--- src/sv/joystick_axis_deadzone_mapper_assert.svh ---
// Assertion macros shared by the joystick dead-zone mapper RTL
`ifndef JOYSTICK_AXIS_DEADZONE_MAPPER_ASSERT_SVH
`define JOYSTICK_AXIS_DEADZONE_MAPPER_ASSERT_SVH

// Same-cycle implication, masked during reset
`define JADM_CHK_IMPL(lbl, clk, rst_n, ante, cons) \
    lbl: assert property (@(posedge clk) disable iff (!(rst_n)) (ante) |-> (cons)) \
        else $error("jadm: same-cycle check failed");

// Next-cycle implication, masked during reset
`define JADM_CHK_NEXT(lbl, clk, rst_n, ante, cons) \
    lbl: assert property (@(posedge clk) disable iff (!(rst_n)) (ante) |=> (cons)) \
        else $error("jadm: next-cycle check failed");

`endif

--- src/sv/jadm_pkg.sv ---
// Shared types and constants of the joystick dead-zone mapper
`default_nettype none

package jadm_pkg;

    // Field widths
    localparam int JADM_CNT_W  = 17;
    localparam int JADM_AXIS_W = 18;
    localparam int JADM_ST_W   = 8;
    localparam int JADM_WIDE_W = 19;
    localparam int JADM_Q_W    = 7;

    // One quotient bit per divider stage
    localparam int JADM_DIV_STEPS = JADM_Q_W;
    // Prep stage, region stage, divider stages, output register
    localparam int JADM_N_STG = JADM_DIV_STEPS + 3;

    // Stream payload widths, padded to whole bytes
    localparam int JADM_IN_W  = 48;
    localparam int JADM_OUT_W = 48;

    // Status byte button bits (active low)
    localparam int JADM_BTN1_BIT = 4;
    localparam int JADM_BTN2_BIT = 5;

    // Calibrated output limits
    localparam logic signed [JADM_AXIS_W-1:0] JADM_AXIS_LO = -18'sd128;
    localparam logic signed [JADM_AXIS_W-1:0] JADM_AXIS_HI = 18'sd128;
    localparam logic signed [JADM_AXIS_W-1:0] JADM_AXIS_ZERO = 18'sd0;

    // Register indexes on the config port
    typedef enum logic [2:0] {
        CFG_CENTRE_X   = 3'd0,
        CFG_CENTRE_Y   = 3'd1,
        CFG_MIN_X      = 3'd2,
        CFG_MIN_Y      = 3'd3,
        CFG_MAX_X      = 3'd4,
        CFG_MAX_Y      = 3'd5,
        CFG_CALIBRATED = 3'd6
    } t_cfg_idx;

    // Calibration register set
    typedef struct packed {
        logic [JADM_CNT_W-1:0] centre_x;
        logic [JADM_CNT_W-1:0] centre_y;
        logic [JADM_CNT_W-1:0] min_x;
        logic [JADM_CNT_W-1:0] min_y;
        logic [JADM_CNT_W-1:0] max_x;
        logic [JADM_CNT_W-1:0] max_y;
        logic                  calibrated;
    } t_cfg;

    // Per-axis payload through the divider stages
    typedef struct packed {
        logic [JADM_CNT_W-1:0]         rem;     // partial remainder, below dvs whenever use_q is set
        logic [JADM_CNT_W-1:0]         dvs;     // segment length
        logic [JADM_Q_W-1:0]           quo;     // quotient bits so far
        logic signed [JADM_AXIS_W-1:0] base;    // value before the scaled term
        logic                          neg;     // subtract the quotient
        logic                          use_q;   // quotient takes part
        logic                          flag_lo; // below half the centre
        logic                          flag_hi; // above one and a half times the centre
    } t_div;

endpackage

`default_nettype wire

--- src/sv/joystick_axis_deadzone_mapper.sv ---
// Top level of the joystick dead-zone mapper: stream ports and pipeline control
//
//  channel   direction  handshake                     payload
//  s_axis    in         s_axis_tvalid/s_axis_tready   raw_x, raw_y, port_status
//  m_axis    out        m_axis_tvalid/m_axis_tready   axis_x, axis_y, dir flags, buttons
//  cfg       in         i_cfg_valid/o_cfg_ready       i_cfg_index, i_cfg_data
//
//  One sample per cycle while the output is not stalled by m_axis_tready.
//  Stages: margins and flags, segment select, 7 restoring divider steps, output register.
//  Each stage has its own valid bit and loads when empty or when the next stage moves,
//  so bubbles are squeezed out and input continues while a result waits, until all stages are full.
//  Synchronous active-low reset clears the valid bits and the calibration registers.
`default_nettype none
`include "joystick_axis_deadzone_mapper_assert.svh"

module joystick_axis_deadzone_mapper (
    input  wire logic                              i_clk,
    input  wire logic                              i_rst_n,
    // raw_x [16:0], raw_y [33:17], port_status [41:34], zero [47:42]
    input  wire logic                              s_axis_tvalid,
    output logic                                   s_axis_tready,
    input  wire logic [jadm_pkg::JADM_IN_W-1:0]    s_axis_tdata,
    // axis_x [17:0], axis_y [35:18], dir_left 36, dir_right 37, dir_up 38,
    // dir_down 39, button_one 40, button_two 41, zero [47:42]
    output logic                                   m_axis_tvalid,
    input  wire logic                              m_axis_tready,
    output logic [jadm_pkg::JADM_OUT_W-1:0]        m_axis_tdata,
    input  wire logic                              i_cfg_valid,
    output logic                                   o_cfg_ready,
    input  wire logic [2:0]                        i_cfg_index,
    input  wire logic [jadm_pkg::JADM_CNT_W-1:0]   i_cfg_data
);

    localparam int CW   = jadm_pkg::JADM_CNT_W;
    localparam int AW   = jadm_pkg::JADM_AXIS_W;
    localparam int QW   = jadm_pkg::JADM_Q_W;
    localparam int NDIV = jadm_pkg::JADM_DIV_STEPS;
    localparam int NSTG = jadm_pkg::JADM_N_STG;
    localparam int LAST = NSTG - 1;
    localparam int ST_LSB = 2 * CW;

    jadm_pkg::t_cfg w_cfg;
    jadm_pkg::t_div w_div_x [0:NDIV];
    jadm_pkg::t_div w_div_y [0:NDIV];

    logic [NSTG-1:0] r_vld;
    logic [NSTG-1:0] w_en;
    logic [1:0]      r_btn [0:LAST];

    logic signed [AW-1:0] w_qx, w_qy, w_axis_x, w_axis_y;
    logic signed [AW-1:0] r_axis_x, r_axis_y;
    logic [3:0]           r_dir;

    // Calibration registers
    jadm_cfg u_cfg (
        .i_clk       (i_clk),
        .i_rst_n     (i_rst_n),
        .i_cfg_valid (i_cfg_valid),
        .o_cfg_ready (o_cfg_ready),
        .i_cfg_index (i_cfg_index),
        .i_cfg_data  (i_cfg_data),
        .o_cfg       (w_cfg)
    );

    // Stage enables: a stage loads when empty or when the one after it moves
    assign w_en[LAST] = !r_vld[LAST] || m_axis_tready;
    genvar g;
    generate
        for (g = 0; g < LAST; g++) begin : g_en
            assign w_en[g] = !r_vld[g] || w_en[g+1];
        end
    endgenerate

    assign s_axis_tready = w_en[0];

    // Valid bits travel with the data
    always_ff @(posedge i_clk) begin
        if (!i_rst_n) begin
            r_vld <= '0;
        end else begin
            for (int k = 0; k < NSTG; k++) begin
                if (w_en[k]) begin
                    r_vld[k] <= (k == 0) ? s_axis_tvalid : r_vld[(k == 0) ? 0 : k - 1];
                end
            end
        end
    end

    // Front stages per axis
    jadm_axis_prep u_prep_x (
        .i_clk (i_clk),
        .i_en1 (w_en[0]),
        .i_en2 (w_en[1]),
        .i_v   (s_axis_tdata[CW-1:0]),
        .i_c   (w_cfg.centre_x),
        .i_mn  (w_cfg.min_x),
        .i_mx  (w_cfg.max_x),
        .i_cal (w_cfg.calibrated),
        .o_div (w_div_x[0])
    );

    jadm_axis_prep u_prep_y (
        .i_clk (i_clk),
        .i_en1 (w_en[0]),
        .i_en2 (w_en[1]),
        .i_v   (s_axis_tdata[2*CW-1:CW]),
        .i_c   (w_cfg.centre_y),
        .i_mn  (w_cfg.min_y),
        .i_mx  (w_cfg.max_y),
        .i_cal (w_cfg.calibrated),
        .o_div (w_div_y[0])
    );

    // Divider stages per axis
    generate
        for (g = 0; g < NDIV; g++) begin : g_div
            jadm_div_stage u_div_x (
                .i_clk (i_clk),
                .i_en  (w_en[g+2]),
                .i_div (w_div_x[g]),
                .o_div (w_div_x[g+1])
            );
            jadm_div_stage u_div_y (
                .i_clk (i_clk),
                .i_en  (w_en[g+2]),
                .i_div (w_div_y[g]),
                .o_div (w_div_y[g+1])
            );
        end
    endgenerate

    // Buttons ride alongside, inverted at entry
    always_ff @(posedge i_clk) begin
        for (int k = 0; k < NSTG; k++) begin
            if (w_en[k]) begin
                if (k == 0) begin
                    r_btn[k] <= {~s_axis_tdata[ST_LSB + jadm_pkg::JADM_BTN2_BIT],
                                 ~s_axis_tdata[ST_LSB + jadm_pkg::JADM_BTN1_BIT]};
                end else begin
                    r_btn[k] <= r_btn[(k == 0) ? 0 : k - 1];
                end
            end
        end
    end

    // Final value: base plus or minus the scaled term
    assign w_qx = $signed({{(AW-QW){1'b0}}, w_div_x[NDIV].quo});
    assign w_qy = $signed({{(AW-QW){1'b0}}, w_div_y[NDIV].quo});

    always_comb begin
        w_axis_x = w_div_x[NDIV].base;
        if (w_div_x[NDIV].use_q) begin
            w_axis_x = w_div_x[NDIV].neg ? (w_div_x[NDIV].base - w_qx)
                                         : (w_div_x[NDIV].base + w_qx);
        end
        w_axis_y = w_div_y[NDIV].base;
        if (w_div_y[NDIV].use_q) begin
            w_axis_y = w_div_y[NDIV].neg ? (w_div_y[NDIV].base - w_qy)
                                         : (w_div_y[NDIV].base + w_qy);
        end
    end

    // Output register
    always_ff @(posedge i_clk) begin
        if (w_en[LAST]) begin
            r_axis_x <= w_axis_x;
            r_axis_y <= w_axis_y;
            r_dir    <= {w_div_y[NDIV].flag_hi, w_div_y[NDIV].flag_lo,
                         w_div_x[NDIV].flag_hi, w_div_x[NDIV].flag_lo};
        end
    end

    assign m_axis_tvalid = r_vld[LAST];
    assign m_axis_tdata  = {6'b000000, r_btn[LAST], r_dir, r_axis_y, r_axis_x};

    // Calibrated outputs stay within -128..128
    `JADM_CHK_IMPL(a_cal_range_x, i_clk, i_rst_n, m_axis_tvalid && w_cfg.calibrated,
        (r_axis_x >= jadm_pkg::JADM_AXIS_LO) && (r_axis_x <= jadm_pkg::JADM_AXIS_HI))
    `JADM_CHK_IMPL(a_cal_range_y, i_clk, i_rst_n, m_axis_tvalid && w_cfg.calibrated,
        (r_axis_y >= jadm_pkg::JADM_AXIS_LO) && (r_axis_y <= jadm_pkg::JADM_AXIS_HI))
    // X divider remainder stays below the segment length when the quotient takes part
    `JADM_CHK_IMPL(a_rem_below_dvs, i_clk, i_rst_n, r_vld[LAST-1] && w_div_x[NDIV].use_q,
        w_div_x[NDIV].rem < w_div_x[NDIV].dvs)
    // Input only refused while the first stage holds a sample
    `JADM_CHK_IMPL(a_ready_when_empty, i_clk, i_rst_n, !s_axis_tready, r_vld[0])
    // A stalled result is not dropped
    `JADM_CHK_NEXT(a_out_held, i_clk, i_rst_n, r_vld[LAST] && !m_axis_tready, r_vld[LAST])

endmodule

`default_nettype wire

--- src/sv/jadm_cfg.sv ---
// Calibration register file behind the config write channel
`default_nettype none

module jadm_cfg (
    input  wire logic                          i_clk,
    input  wire logic                          i_rst_n,
    input  wire logic                          i_cfg_valid,
    output logic                               o_cfg_ready,
    input  wire logic [2:0]                    i_cfg_index,
    input  wire logic [jadm_pkg::JADM_CNT_W-1:0] i_cfg_data,
    output jadm_pkg::t_cfg                     o_cfg
);

    jadm_pkg::t_cfg r_cfg;

    // Writes never stall
    assign o_cfg_ready = 1'b1;
    assign o_cfg       = r_cfg;

    // Register write, unknown index ignored
    always_ff @(posedge i_clk) begin
        if (!i_rst_n) begin
            r_cfg <= '0;
        end else if (i_cfg_valid) begin
            unique case (jadm_pkg::t_cfg_idx'(i_cfg_index))
                jadm_pkg::CFG_CENTRE_X:   r_cfg.centre_x   <= i_cfg_data;
                jadm_pkg::CFG_CENTRE_Y:   r_cfg.centre_y   <= i_cfg_data;
                jadm_pkg::CFG_MIN_X:      r_cfg.min_x      <= i_cfg_data;
                jadm_pkg::CFG_MIN_Y:      r_cfg.min_y      <= i_cfg_data;
                jadm_pkg::CFG_MAX_X:      r_cfg.max_x      <= i_cfg_data;
                jadm_pkg::CFG_MAX_Y:      r_cfg.max_y      <= i_cfg_data;
                jadm_pkg::CFG_CALIBRATED: r_cfg.calibrated <= i_cfg_data[0];
                default: ;
            endcase
        end
    end

endmodule

`default_nettype wire

--- src/sv/jadm_axis_prep.sv ---
// Front two stages of one axis: margins, direction flags, region and divider operands
`default_nettype none

module jadm_axis_prep (
    input  wire logic                            i_clk,
    input  wire logic                            i_en1,
    input  wire logic                            i_en2,
    input  wire logic [jadm_pkg::JADM_CNT_W-1:0] i_v,
    input  wire logic [jadm_pkg::JADM_CNT_W-1:0] i_c,
    input  wire logic [jadm_pkg::JADM_CNT_W-1:0] i_mn,
    input  wire logic [jadm_pkg::JADM_CNT_W-1:0] i_mx,
    input  wire logic                            i_cal,
    output jadm_pkg::t_div                       o_div
);

    localparam int CW = jadm_pkg::JADM_CNT_W;
    localparam int WW = jadm_pkg::JADM_WIDE_W;

    logic signed [WW-1:0] w_c_s, w_mn_s, w_mx_s;
    logic signed [WW-1:0] w_dlo, w_tlo, w_lo, w_dhi, w_thi, w_hi;
    logic [CW:0]          w_c3h;
    logic [WW-1:0]        w_c3;
    logic                 w_fl, w_fh;

    logic [CW-1:0]        r_v;
    logic signed [WW-1:0] r_lo, r_hi;
    logic                 r_fl, r_fh;

    logic signed [WW-1:0] w_vs, w_raw, w_nlo, w_dvlo, w_nhi, w_dvhi;
    jadm_pkg::t_div       n_div, r_div;

    assign w_c_s  = $signed({2'b00, i_c});
    assign w_mn_s = $signed({2'b00, i_mn});
    assign w_mx_s = $signed({2'b00, i_mx});

    // Stage one: dead-zone edges, eighth of each half-range truncated toward zero
    always_comb begin
        w_dlo = w_c_s - w_mn_s;
        w_tlo = w_dlo[WW-1] ? ((w_dlo + 19'sd7) >>> 3) : (w_dlo >>> 3);
        w_lo  = w_c_s - w_tlo;
        w_dhi = w_mx_s - w_c_s;
        w_thi = w_dhi[WW-1] ? ((w_dhi + 19'sd7) >>> 3) : (w_dhi >>> 3);
        w_hi  = w_c_s + w_thi;
    end

    // Stage one: direction thresholds at half and three halves of the centre
    assign w_c3  = {2'b00, i_c} + {1'b0, i_c, 1'b0};
    assign w_c3h = w_c3[WW-1:1];
    assign w_fl  = (i_v < {1'b0, i_c[CW-1:1]});
    assign w_fh  = ({1'b0, i_v} > w_c3h);

    always_ff @(posedge i_clk) begin
        if (i_en1) begin
            r_v  <= i_v;
            r_lo <= w_lo;
            r_hi <= w_hi;
            r_fl <= w_fl;
            r_fh <= w_fh;
        end
    end

    // Stage two operands
    assign w_vs   = $signed({2'b00, r_v});
    assign w_raw  = w_vs - w_c_s;
    assign w_nlo  = w_vs - w_mn_s;
    assign w_dvlo = r_lo - w_mn_s;
    assign w_nhi  = w_mx_s - w_vs;
    assign w_dvhi = w_mx_s - r_hi;

    // Stage two: pick the segment of the piecewise map
    always_comb begin
        n_div         = '0;
        n_div.flag_lo = r_fl;
        n_div.flag_hi = r_fh;
        if (!i_cal) begin
            n_div.base = w_raw[jadm_pkg::JADM_AXIS_W-1:0];
        end else begin
            priority if (w_vs < w_mn_s) begin
                n_div.base = jadm_pkg::JADM_AXIS_LO;
            end else if (w_vs < r_lo) begin
                n_div.base  = jadm_pkg::JADM_AXIS_LO;
                n_div.use_q = 1'b1;
                n_div.rem   = w_nlo[CW-1:0];
                n_div.dvs   = w_dvlo[CW-1:0];
            end else if (w_vs <= r_hi) begin
                n_div.base = jadm_pkg::JADM_AXIS_ZERO;
            end else if (w_vs <= w_mx_s) begin
                n_div.base  = jadm_pkg::JADM_AXIS_HI;
                n_div.use_q = 1'b1;
                n_div.neg   = 1'b1;
                n_div.rem   = w_nhi[CW-1:0];
                n_div.dvs   = w_dvhi[CW-1:0];
            end else begin
                n_div.base = jadm_pkg::JADM_AXIS_HI;
            end
        end
    end

    always_ff @(posedge i_clk) begin
        if (i_en2) begin
            r_div <= n_div;
        end
    end

    assign o_div = r_div;

endmodule

`default_nettype wire

--- src/sv/jadm_div_stage.sv ---
// One restoring division step: one quotient bit of remainder*128/segment
`default_nettype none

module jadm_div_stage (
    input  wire logic           i_clk,
    input  wire logic           i_en,
    input  wire jadm_pkg::t_div i_div,
    output jadm_pkg::t_div      o_div
);

    localparam int CW = jadm_pkg::JADM_CNT_W;

    logic [CW:0]    w_r2;
    logic [CW:0]    w_diff;
    logic           w_ge;
    jadm_pkg::t_div n_div, r_div;

    // Shift remainder, trial subtract
    assign w_r2   = {i_div.rem, 1'b0};
    assign w_ge   = (w_r2 >= {1'b0, i_div.dvs});
    assign w_diff = w_r2 - {1'b0, i_div.dvs};

    always_comb begin
        n_div     = i_div;
        n_div.rem = w_ge ? w_diff[CW-1:0] : w_r2[CW-1:0];
        n_div.quo = {i_div.quo[jadm_pkg::JADM_Q_W-2:0], w_ge};
    end

    always_ff @(posedge i_clk) begin
        if (i_en) begin
            r_div <= n_div;
        end
    end

    assign o_div = r_div;

endmodule

`default_nettype wire
--- config.mk ---
export PLATFORM = sky130hd
export DESIGN_NAME = joystick_axis_deadzone_mapper
export DESIGN_NICKNAME = d
export VERILOG_FILES = /design/src/sv/jadm_pkg.sv /design/src/sv/joystick_axis_deadzone_mapper.sv /design/src/sv/jadm_cfg.sv /design/src/sv/jadm_axis_prep.sv /design/src/sv/jadm_div_stage.sv
export VERILOG_INCLUDE_DIRS = /design/src /design/src/sv
export SDC_FILE = /design/constraint.sdc
export NUM_CORES = 2
export LEC_CHECK = 0
export BUFFER_PORTS_ARGS = -buffer_cell sky130_fd_sc_hd__buf_2
export CORE_MARGIN = 4
export CORE_UTILIZATION = 30
export DETAILED_ROUTE_END_ITERATION = 16
export GPL_TIMING_DRIVEN = 0
export HOLD_SLACK_MARGIN = 0.1
export PLACE_DENSITY = 0.46
export SLEW_MARGIN = 15
export SYNTH_ARGS = -nofsm -noshare
export SYNTH_HDL_FRONTEND = slang
export SYNTH_HIERARCHICAL = 1
export SYNTH_SLANG_ARGS = --single-unit
--- constraint.sdc ---
create_clock -name i_clk -period 15.5 [get_ports i_clk]
set_clock_uncertainty 0.2 [all_clocks]
set_input_delay 3.1 -clock i_clk [delete_from_list [all_inputs] [get_ports i_clk]]
set_output_delay 3.1 -clock i_clk [all_outputs]
set_load 0.03 [all_outputs]
==> qor.txt <==
IO buf count: 103
Dpl cell area: 79100 um2
Total GRT Usage: 15.1%
Gate count of the mapped netlist: 6617
Clock Sinks: 1171
Clk pin slew, worst setup/hold paths: 0.06 ns
Vias/cell: 4.92
Worst min-delay path class: flip-flop to flip-flop
Final Total Pwr: 12.8 mW
Core area: 246000 um2
Vias in the first global route: 49900
P&R area growth vs syn: 12.9%
Leakage: 34.6 nW
TritonCTS buffer count: 137
Post-Syn Area: 74100 um2
FP Rows: 182
DRC viols: 0
Worst slew pin tran: 1.21 ns
Drt total wl: 196000 um
Max cap viols: 0
CTS max path bufs: 3
Worst Setup End Kind: output port
VDD IR-drop max: 0.0841 mV
Hpwl dp: 154000 um
Die Wd: 505 um
Setup TNS: 0 ns
First DRT Iteration DRCs: 2902
Routability congestion estimate: 0.899
Avg Inst Size Synth: 11.2 um2
Most frequent cells in the layout: 1058 x edfxtp_1, 742 x ha_1, 599 x inv_1, 425 x a21oi_1, 411 x nand2_1
Share of cells above drive strength 1: 10.7%
Root buffer cell: clkbuf_16
Crit-path max FO: 24
TritonCTS clock tree: built
RSZ-0062 raised after global routing: no
I/O pins: 124
Hold buffer count at CTS: 0
Wire per inst: 19.2 um
Relative slew margins: 18.9%
Pre-antenna DRT Iters: 6
CTS resizes: 0
Synth warnings: 6
Minimum clock period: 9.19 ns
Final antenna-violating net count: 0
Status: complete, no violations
DP Cell Count: 9958
CP required: 12.20 ns
First-pass GRT wire length: 300000 um
Crit path kind: input port to output port
Die ar.: 255000 um2
Nets@finish: 7728
Final worst path period share: 59.3%
Hold Vio Cnt, Final: 0
Data arrival, critical path: 5.89 ns
Startpoint types: input port
DR vias: 50220
Achievable Freq: 109 MHz
Hold WS: 0.170 ns
Die height: 505 um
H-tree levels: 4
Gr ovfl total: 0
Final setup viols: 0
Most common cell after layout, fill and taps aside: edfxtp_1
Initial antenna violation count: 3
Worst skew pair latency: 0.79 ns
Final Cell Area: 83700 um2
Starting Density: 30.1%
Largest net degree at the start of global routing: 85
Max-slew violations: 0
Postcts setup bufs: 0
Final std cells w/o fill: 10205
Pwr/cell area: 153 nW/um2
==> power by group <==
group	total, mW	switching (mW)	internal [mW]
Clock	3.26	1.34	1.91
Combinational	5.12	2.86	2.26
Sequential	4.42	0.287	4.14
==> sequential cells by signal (all words and copies together) (netlist names), 20 cells and up <==
name,cells
r_btn,20
u_cfg/o_cfg,103
u_prep_y/o_div,56
g_div.u_div_x/o_div,386
u_prep_x/o_div,56
g_div.u_div_y/o_div,386
==> metrics by stage <==
step	worst slack, ns	utilization, %
3_3_place_gp	1.05	32.0
4_1_cts	6.27	34.0
3_5_place_dp	6.30	32.2
2_1_floorplan	4.75	-
5_1_grt	6.07	34.0
6_report	6.31	34.0
==> final timing paths <==
path / start / to / slack [ns] / cells past startpoint
min: g_div[0].u_div_x/o_div[0] / g_div[1].u_div_x/o_div[0] / 0.17 / 0
max: m_axis_tready / s_axis_tready / 6.31 / 8
min reg2reg: g_div[0].u_div_x/o_div[0] / g_div[1].u_div_x/o_div[0] / 0.17 / 0
max reg2reg: u_cfg/o_cfg[70] / u_prep_y/r_hi[16] / 7.91 / 22
==> layout make-up <==
class	count	area (um2)
Fill cell	24504	162000
Multi-Input combinational cell	4747	37300
Sequential cell	1171	34000
Tap cell	3220	4030
Clock buffer	173	3650
Inverter	606	2300
Clock inverter	72	965
Timing Repair Buffer	116	858
Buffer	98	599
Antenna cell	2	5.00
==> critical path: stages <==
cell and delay (ns):
buf_2 0.09, nor2b_1 0.37, inv_2 0.31, nor2_1 0.40
and2_1 0.40, and3_1 0.47, nand3_4 0.39, buf_2 0.33
==> layer usage <==
metal	GRT usage, %	wire, um	vias to the layer above
met1	21.9	97700	23826
li1	-	-	25188
met4	4.68	6150	4
met5	0	21	-
met2	23.3	84900	943
met3	1.99	7300	259
(Power assumes the default switching activity.)
